$ cat src/rtl/core/cdq_pkg.sv
// Shared types for the circular deque: opcodes, status codes, controller/datapath links.
`timescale 1ns / 1ps
package cdq_pkg;

	typedef enum logic [2:0] {
		OP_PUSH_FRONT = 3'd0,
		OP_PUSH_REAR  = 3'd1,
		OP_POP_FRONT  = 3'd2,
		OP_POP_REAR   = 3'd3,
		OP_READ_ALL   = 3'd4
	} opcode_t;

	typedef enum logic [1:0] {
		ST_OK    = 2'd0,
		ST_FULL  = 2'd1,
		ST_EMPTY = 2'd2
	} status_t;

	typedef struct packed {
		logic    capture;
		logic    push;
		logic    pop;
		logic    walk_load;
		logic    walk_step;
		logic    emit;
		status_t emit_status;
		logic    emit_data;
		logic    emit_last;
	} cmd_t;

	typedef struct packed {
		opcode_t op;
		logic    full;
		logic    empty;
		logic    walk_at_tail;
		logic    out_free;
	} sts_t;

endpackage

$ cat src/rtl/core/circular_deque_unit.sv
// Circular double-ended queue of signed 32-bit words: top level.
//
// Input channel (in_valid/in_ready, opcode, value) takes one command per
// transfer: push front, push rear, pop front, pop rear or read all. Output
// channel (out_valid/out_ready, status, data, last, full_res, empty_res)
// returns the results; last marks the final result of each command.
// One command is worked on at a time. Push: the command is captured, then its
// result is registered in the output register. Pop: the registered store
// read lies between the two. Read all: the first result as for a pop, then
// one element per cycle from front to rear while the receiver does not stall.
// The next command is taken once the last result sits in the output register.
// Opcodes 5 to 7 give no result.
// When the receiver stalls, the output register holds its result and the
// controller waits; no result is dropped or repeated.
// Reset empties the deque at once (indices to 0, empty set); the store
// holds no reset value and needs no clearing pass.
`timescale 1ns / 1ps
module circular_deque_unit #(
	parameter int DEPTH = 16
) (
	input  logic               clk,
	input  logic               arst_n,
	input  logic               in_valid,
	output logic               in_ready,
	input  logic [2:0]         opcode,
	input  logic signed [31:0] value,
	output logic               out_valid,
	input  logic               out_ready,
	output logic [1:0]         status,
	output logic signed [31:0] data,
	output logic               last,
	output logic               full_res,
	output logic               empty_res
);
	import cdq_pkg::*;

	cmd_t cmd;
	sts_t sts;

	cdq_ctrl u_ctrl (
		.clk     (clk),
		.arst_n  (arst_n),
		.in_valid(in_valid),
		.in_ready(in_ready),
		.sts     (sts),
		.cmd     (cmd)
	);

	cdq_dp #(
		.DEPTH(DEPTH)
	) u_dp (
		.clk      (clk),
		.arst_n   (arst_n),
		.cmd      (cmd),
		.sts      (sts),
		.opcode   (opcode),
		.value    (value),
		.out_valid(out_valid),
		.out_ready(out_ready),
		.status   (status),
		.data     (data),
		.last     (last),
		.full_res (full_res),
		.empty_res(empty_res)
	);

	a_flags_exclusive: assert property (@(posedge clk) disable iff (!arst_n)
		out_valid |-> !(full_res && empty_res))
		else $error("full and empty reported together");

	a_reject_is_last: assert property (@(posedge clk) disable iff (!arst_n)
		(out_valid && (status != ST_OK)) |-> (last && (data == 32'sd0)))
		else $error("rejected command gave more than one result or nonzero data");

	a_one_at_a_time: assert property (@(posedge clk) disable iff (!arst_n)
		(in_valid && in_ready) |=> !in_ready)
		else $error("second command taken while one is in progress");

	a_no_push_when_full: assert property (@(posedge clk) disable iff (!arst_n)
		cmd.push |-> !sts.full)
		else $error("store written while full");

endmodule

$ cat src/rtl/core/cdq_ram.sv
// Generic single-write, single-read RAM with registered read data.
`timescale 1ns / 1ps
module cdq_ram #(
	parameter int WIDTH = 32,
	parameter int DEPTH = 16
) (
	input  logic                     clk,
	input  logic                     we,
	input  logic [$clog2(DEPTH)-1:0] waddr,
	input  logic [WIDTH-1:0]         wdata,
	input  logic                     re,
	input  logic [$clog2(DEPTH)-1:0] raddr,
	output logic [WIDTH-1:0]         rdata
);

	logic [WIDTH-1:0] mem_q [DEPTH];

	always_ff @(posedge clk) begin
		if (we) begin
			mem_q[waddr] <= wdata;
		end
		if (re) begin
			rdata <= mem_q[raddr];
		end
	end

endmodule

$ cat src/rtl/core/cdq_dp.sv
// Deque datapath: indices, empty flag, store, list walker and result register.
`timescale 1ns / 1ps
module cdq_dp #(
	parameter int DEPTH = 16
) (
	input  logic                clk,
	input  logic                arst_n,
	input  cdq_pkg::cmd_t       cmd,
	output cdq_pkg::sts_t       sts,
	input  logic [2:0]          opcode,
	input  logic signed [31:0]  value,
	output logic                out_valid,
	input  logic                out_ready,
	output logic [1:0]          status,
	output logic signed [31:0]  data,
	output logic                last,
	output logic                full_res,
	output logic                empty_res
);
	import cdq_pkg::*;

	localparam int AW = $clog2(DEPTH);
	localparam logic [AW-1:0] LAST_IDX = AW'(DEPTH - 1);

	function automatic logic [AW-1:0] idx_next(input logic [AW-1:0] i);
		return (i == LAST_IDX) ? '0 : i + AW'(1);
	endfunction

	function automatic logic [AW-1:0] idx_prev(input logic [AW-1:0] i);
		return (i == '0) ? LAST_IDX : i - AW'(1);
	endfunction

	opcode_t            op_q;
	logic signed [31:0] val_q;
	logic [AW-1:0]      head_q, tail_q, walk_q;
	logic               empty_q;
	logic [AW-1:0]      head_d, tail_d;
	logic               empty_d, full_d, full_now, front;
	logic               we, re;
	logic [AW-1:0]      waddr, raddr;
	logic [31:0]        rdata;
	logic               out_valid_q, last_q, full_res_q, empty_res_q;
	status_t            status_q;
	logic signed [31:0] data_q;

	assign front    = (op_q == OP_PUSH_FRONT) || (op_q == OP_POP_FRONT);
	assign full_now = !empty_q && (idx_next(tail_q) == head_q);

	always_comb begin
		head_d  = head_q;
		tail_d  = tail_q;
		empty_d = empty_q;
		waddr   = '0;
		if (cmd.push) begin
			if (empty_q) begin
				head_d  = '0;
				tail_d  = '0;
				empty_d = 1'b0;
			end else if (front) begin
				head_d = idx_prev(head_q);
				waddr  = head_d;
			end else begin
				tail_d = idx_next(tail_q);
				waddr  = tail_d;
			end
		end else if (cmd.pop) begin
			if (head_q == tail_q) begin
				head_d  = '0;
				tail_d  = '0;
				empty_d = 1'b1;
			end else if (front) begin
				head_d = idx_next(head_q);
			end else begin
				tail_d = idx_prev(tail_q);
			end
		end
		full_d = !empty_d && (idx_next(tail_d) == head_d);
	end

	assign we = cmd.push;
	assign re = cmd.pop || cmd.walk_load || cmd.walk_step;

	always_comb begin
		if (cmd.pop) begin
			raddr = front ? head_q : tail_q;
		end else if (cmd.walk_load) begin
			raddr = head_q;
		end else begin
			raddr = idx_next(walk_q);
		end
	end

	cdq_ram #(
		.WIDTH(32),
		.DEPTH(DEPTH)
	) u_store (
		.clk  (clk),
		.we   (we),
		.waddr(waddr),
		.wdata(val_q),
		.re   (re),
		.raddr(raddr),
		.rdata(rdata)
	);

	always_ff @(posedge clk or negedge arst_n) begin
		if (!arst_n) begin
			head_q      <= '0;
			tail_q      <= '0;
			empty_q     <= 1'b1;
			out_valid_q <= 1'b0;
		end else begin
			head_q  <= head_d;
			tail_q  <= tail_d;
			empty_q <= empty_d;
			if (cmd.emit) begin
				out_valid_q <= 1'b1;
			end else if (out_ready) begin
				out_valid_q <= 1'b0;
			end
		end
	end

	always_ff @(posedge clk) begin
		if (cmd.capture) begin
			op_q  <= opcode_t'(opcode);
			val_q <= value;
		end
		if (cmd.walk_load) begin
			walk_q <= head_q;
		end else if (cmd.walk_step) begin
			walk_q <= raddr;
		end
		if (cmd.emit) begin
			status_q    <= cmd.emit_status;
			data_q      <= cmd.emit_data ? signed'(rdata) : 32'sd0;
			last_q      <= cmd.emit_last;
			full_res_q  <= full_d;
			empty_res_q <= empty_d;
		end
	end

	assign sts.op           = op_q;
	assign sts.full         = full_now;
	assign sts.empty        = empty_q;
	assign sts.walk_at_tail = (walk_q == tail_q);
	assign sts.out_free     = !out_valid_q || out_ready;

	assign out_valid = out_valid_q;
	assign status    = status_q;
	assign data      = data_q;
	assign last      = last_q;
	assign full_res  = full_res_q;
	assign empty_res = empty_res_q;

endmodule

$ cat src/rtl/core/cdq_ctrl.sv
// Deque controller: sequences one transfer at a time through execute, pop and list states.
`timescale 1ns / 1ps
module cdq_ctrl (
	input  logic          clk,
	input  logic          arst_n,
	input  logic          in_valid,
	output logic          in_ready,
	input  cdq_pkg::sts_t sts,
	output cdq_pkg::cmd_t cmd
);
	import cdq_pkg::*;

	typedef enum logic [1:0] {
		S_IDLE,
		S_EXEC,
		S_POP_OUT,
		S_LIST
	} state_t;

	state_t state_q, state_d;

	assign in_ready = (state_q == S_IDLE);

	always_comb begin
		cmd         = '0;
		cmd.emit_status = ST_OK;
		state_d     = state_q;
		case (state_q)
			S_IDLE: begin
				if (in_valid) begin
					cmd.capture = 1'b1;
					state_d     = S_EXEC;
				end
			end
			S_EXEC: begin
				if (sts.out_free) begin
					case (sts.op)
						OP_PUSH_FRONT, OP_PUSH_REAR: begin
							cmd.emit        = 1'b1;
							cmd.emit_last   = 1'b1;
							cmd.push        = !sts.full;
							cmd.emit_status = sts.full ? ST_FULL : ST_OK;
							state_d         = S_IDLE;
						end
						OP_POP_FRONT, OP_POP_REAR: begin
							if (sts.empty) begin
								cmd.emit        = 1'b1;
								cmd.emit_last   = 1'b1;
								cmd.emit_status = ST_EMPTY;
								state_d         = S_IDLE;
							end else begin
								cmd.pop = 1'b1;
								state_d = S_POP_OUT;
							end
						end
						OP_READ_ALL: begin
							if (sts.empty) begin
								cmd.emit      = 1'b1;
								cmd.emit_last = 1'b1;
								state_d       = S_IDLE;
							end else begin
								cmd.walk_load = 1'b1;
								state_d       = S_LIST;
							end
						end
						default: begin
							state_d = S_IDLE;
						end
					endcase
				end
			end
			S_POP_OUT: begin
				if (sts.out_free) begin
					cmd.emit      = 1'b1;
					cmd.emit_data = 1'b1;
					cmd.emit_last = 1'b1;
					state_d       = S_IDLE;
				end
			end
			S_LIST: begin
				if (sts.out_free) begin
					cmd.emit      = 1'b1;
					cmd.emit_data = 1'b1;
					cmd.emit_last = sts.walk_at_tail;
					if (sts.walk_at_tail) begin
						state_d = S_IDLE;
					end else begin
						cmd.walk_step = 1'b1;
					end
				end
			end
			default: begin
				state_d = S_IDLE;
			end
		endcase
	end

	always_ff @(posedge clk or negedge arst_n) begin
		if (!arst_n) begin
			state_q <= S_IDLE;
		end else begin
			state_q <= state_d;
		end
	end

endmodule

$ cat config.mk
export PLATFORM = sky130hd
export DESIGN_NAME = circular_deque_unit
export DESIGN_NICKNAME = d
export VERILOG_FILES = /design/src/rtl/core/cdq_pkg.sv /design/src/rtl/core/circular_deque_unit.sv /design/src/rtl/core/cdq_ram.sv /design/src/rtl/core/cdq_dp.sv /design/src/rtl/core/cdq_ctrl.sv
export SDC_FILE = /design/constraint.sdc
export NUM_CORES = 1
export LEC_CHECK = 0
export ABC_AREA = 1
export BUFFER_PORTS_ARGS = -buffer_cell sky130_fd_sc_hd__clkbuf_2
export CORE_MARGIN = 2
export CORE_UTILIZATION = 55
export CTS_BUF_LIST = sky130_fd_sc_hd__clkbuf_4
export CTS_CLUSTER_SIZE = 10
export DETAILED_ROUTE_END_ITERATION = 10
export PLACE_DENSITY_LB_ADDON = 0.1
export SLEW_MARGIN = 15
export SYNTH_ARGS = -nofsm -noshare
export SYNTH_HDL_FRONTEND = slang
export SYNTH_HIERARCHICAL = 1
export SYNTH_SLANG_ARGS = --single-unit
$ cat constraint.sdc
create_clock -name clk -period 6.75 [get_ports clk]
set_input_delay 1.0125 -clock clk [delete_from_list [all_inputs] [get_ports clk]]
set_output_delay 1.0125 -clock clk [all_outputs]
set_load 0.01 [all_outputs]
==> results.py <==
metrics = {
    "routing": {
        "ant_nets": 0,
        "drcViolationCount": 0,
        "first_iter_violations": 1722,
        "vias": 18273,
        "wl_microns": 64700,
        "viasPerCell": 5.22,
        "dr.pass1.iters": 5,
        "wire_per_inst_microns": 18.5,
    },
    "cts": {
        "htreeDepth": 4,
        "cts_resized": 0,
        "clk-insertion-delay-late_ns": 1.04,
        "cts_sinks": 632,
        "root_buffer": "clkbuf_4",
        "clk_pin_slew_worst_paths_ns": 0.07,
        "clock_path_buffers": 3,
        "hold_buffers": 1,
        "tritoncts": "done",
        "postCtsSetupBuffers": 0,
        "cts-buffers-inserted": 160,
    },
    "floorplanning": {
        "die_width_microns": 227,
        "initial_core_util_pct": 55.8,
        "core_area_sq_um": 49000,
        "io_pins": 78,
        "dieHeight_microns": 227,
        "dieArea_sq_um": 51500,
        "placementRows": 81,
    },
    "yosys": {
        "ys_seq_elements": 632,
        "syn_nets": 2612,
        "synth-edff-count": 620,
        "synthCells": 2567,
        "async_flop_share_pct": 1.90,
        "yosysWarnings": 6,
        "ys_types": 42,
        "avgSynthCellArea_sq_um": 10.6,
        "netlist_area_sq_um": 27300,
        "yosysSeqAreaShare_pct": 69.3,
        "synth-main-ff-cell": "edfxtp_1",
    },
    "power_and_ir_drop": {
        "cellPowerDensity_nw_per_um2": 403,
        "total_power_w": 0.0122,
        "ir_drop_v": 0.000511,
        "p_leak_nw": 13.2,
    },
    "finish": {
        "nets": 2771,
        "layout_commonest_cell": "nand2_1",
        "final_cell_mix": "nand2_1, edfxtp_1, inv_1, nand3_1, clkbuf_4",
        "area_delta_synth_final_pct": 10.5,
        "drive_gt1_share_pct": 14.9,
        "final_core_util_pct": 61.7,
    },
    "worst_setup_path": {
        "rr_endpoint": "u_dp/u_store/mem_q[12][8]$_DFFE_PP_",
        "r2r_cells": 11,
        "cp-end-kind": "flop",
        "endpoint": "u_dp/u_store/mem_q[12][8]$_DFFE_PP_",
        "path_max_fanout": 21,
        "startpoint": "u_dp/tail_q[0]$_DFF_PN0_",
        "ff2ff_setup_slack_ns": 1.55,
        "crit_arrival_ns": 5.91,
        "r2r-start": "u_dp/tail_q[0]$_DFF_PN0_",
        "worstPathRequired_ns": 7.46,
        "start_kind": "flop",
        "worstSetupPathType": "flop to flop",
    },
    "sta": {
        "hold_violations": 0,
        "fin_tns_setup_ns": 0,
        "tightestPinTransition_ns": 1.19,
        "setup_viol": 0,
        "finClkSkew_ns": 0.0495,
        "min_period_ns": 5.20,
        "relSlewSlack_pct": 20.8,
        "finalMaxSlewViolations": 0,
        "min_period_over_period_pct": 77.1,
        "rsz0062_at_grt": "no",
        "finalWorstSetupSlack_ns": 1.55,
        "fmax_mhz": 192,
    },
    "run": {
        "maxCapViolations": 0,
    },
    "global_routing": {
        "grt_usage_pct": 26.2,
        "overflow": 0,
        "grt_pass1_vias": 17683,
        "grt_max_degree": 177,
        "antenna_found_initial": 2,
        "grt_pass1_wl_microns": 99400,
    },
    "placed_design": {
        "globalplace.congestion": 0.865,
        "portBuffers": 77,
        "dp_slack_ns": 1.56,
        "dp_hpwl_microns": 34300,
    },
    "min_path": {
        "hold_start": "value[5]",
        "hold_path.class": "input port to flop",
    },
    "outcome": {
        "status": "finished clean",
    },
}
-- report_power, final --
group / total, W / leakage (nW) / internal, W / switching (W)
logic: 0.00378 / 6.22 / 0.00109 / 0.00269
clock network: 0.00312 / 1.17 / 0.00164 / 0.00148
registers: 0.00528 / 5.76 / 0.00494 / 0.000333
-- sequential cells by signal, summed over array words and instances (netlist names) --
name	flops
u_dp/u_store/rdata	32
u_ctrl/state_q	2
u_dp/full_res	1
u_dp/tail_q	4
u_dp/walk_q	4
u_dp/data	32
u_dp/op_q	3
u_dp/empty_res	1
u_dp/head_q	4
u_dp/out_valid	1
u_dp/empty_q	1
u_dp/u_store/mem_q	512
u_dp/last	1
u_dp/val_q	32
u_dp/status	2
-- per-layer routing --
metal,track usage [%],vias up,part of all wire (%)
met2,42.5,791,48
met3,5.39,122,7.7
met5,0,-,0
met4,10.1,0,2.4
li1,-,8731,-
met1,34.9,8629,42
-- through the flow --
stage / cells / hold slack, ns / instance area, sq um
3_5_place_dp: 3227 / 0.490 / 28200
3_3_place_gp: 3227 / 0.484 / 28200
5_1_grt: 3500 / 0.0905 / 30200
2_1_floorplan: 2567 / 0.478 / 27300
4_1_cts: 3496 / 0.0717 / 30200
6_report: 3503 / 0.143 / 30200
-- cell usage after synthesis (all sizes together), types with 2 or more instances --
| cell type | n | area share, % |
|---|---|---|
| clkbuf | 17 | 0.23 |
| edfxtp | 620 | 68 |
| nor2 | 50 | 0.77 |
| nand3 | 412 | 7.6 |
| nor3b | 2 | 0.055 |
| xnor2 | 3 | 0.096 |
| nand4 | 4 | 0.11 |
| inv | 463 | 6.4 |
| xor2 | 3 | 0.096 |
| or2 | 2 | 0.046 |
| clkinv | 3 | 0.041 |
| buf | 101 | 2.7 |
| a31oi | 3 | 0.069 |
| a21oi | 11 | 0.22 |
| ha | 6 | 0.27 |
| nor3 | 4 | 0.073 |
| dfrtp | 11 | 1.0 |
| o21ai | 18 | 0.33 |
| nand3b | 2 | 0.055 |
| nand2 | 823 | 11 |
-- worst min-delay path by stage --
| stage | endpoint | slack [ns] | cells past startpoint |
|---|---|---|---|
| 2_1_floorplan | u_dp/data[30]$_SDFFCE_PN0P_ | 0.48 | 2 |
| 3_3_place_gp | u_dp/data[25]$_SDFFCE_PN0P_ | 0.48 | 2 |
| 3_5_place_dp | u_dp/data[4]$_SDFFCE_PN0P_ | 0.49 | 2 |
| 4_1_cts | u_dp/val_q[5]$_DFFE_PP_ | 0.07 | 1 |
| 5_1_grt | u_dp/val_q[5]$_DFFE_PP_ | 0.09 | 1 |
| 6_report | u_dp/val_q[5]$_DFFE_PP_ | 0.14 | 1 |
-- final cells by class --
| type | count | area, sq um |
|---|---|---|
| diodes | 7 | 17.5 |
| fillers | 4123 | 18800 |
| clock buffers | 238 | 1790 |
| multi-input cells | 1351 | 6010 |
| flip-flops and latches | 632 | 18900 |
| repair buffers | 115 | 711 |
| well taps | 664 | 831 |
| inverters | 466 | 1760 |
| clock inverters | 30 | 161 |
-- worst max-delay path, cell delays in order, from the launching register on --
cell and delay, ns:
dfrtp_1 0.50, ha_1 0.28, xnor2_1 0.46, a2111oi_0 0.25
nor2_1 0.68, inv_1 0.25, nor2_1 0.27, inv_1 0.11
nor3b_1 0.41, nand3_1 0.42, nor2_4 0.84, buf_4 0.38
-- logic make-up (layout without fill, tap and decap cells) --
group                    count (synthesis)  after routing  share of synthesized area (%)
buffers and inverters                  584            849                           9.33
AND/OR/NAND/NOR                       1299           1299                           20.1
adder cells (fa/ha/maj)                  6              6                          0.275
other                                    0              7                              0
flip-flops                             632            632                           69.3
XOR/XNOR                                 6              6                          0.192
AO/OA/AOI/OAI                           40             40                          0.861
Power figures use the tool's default switching activity.
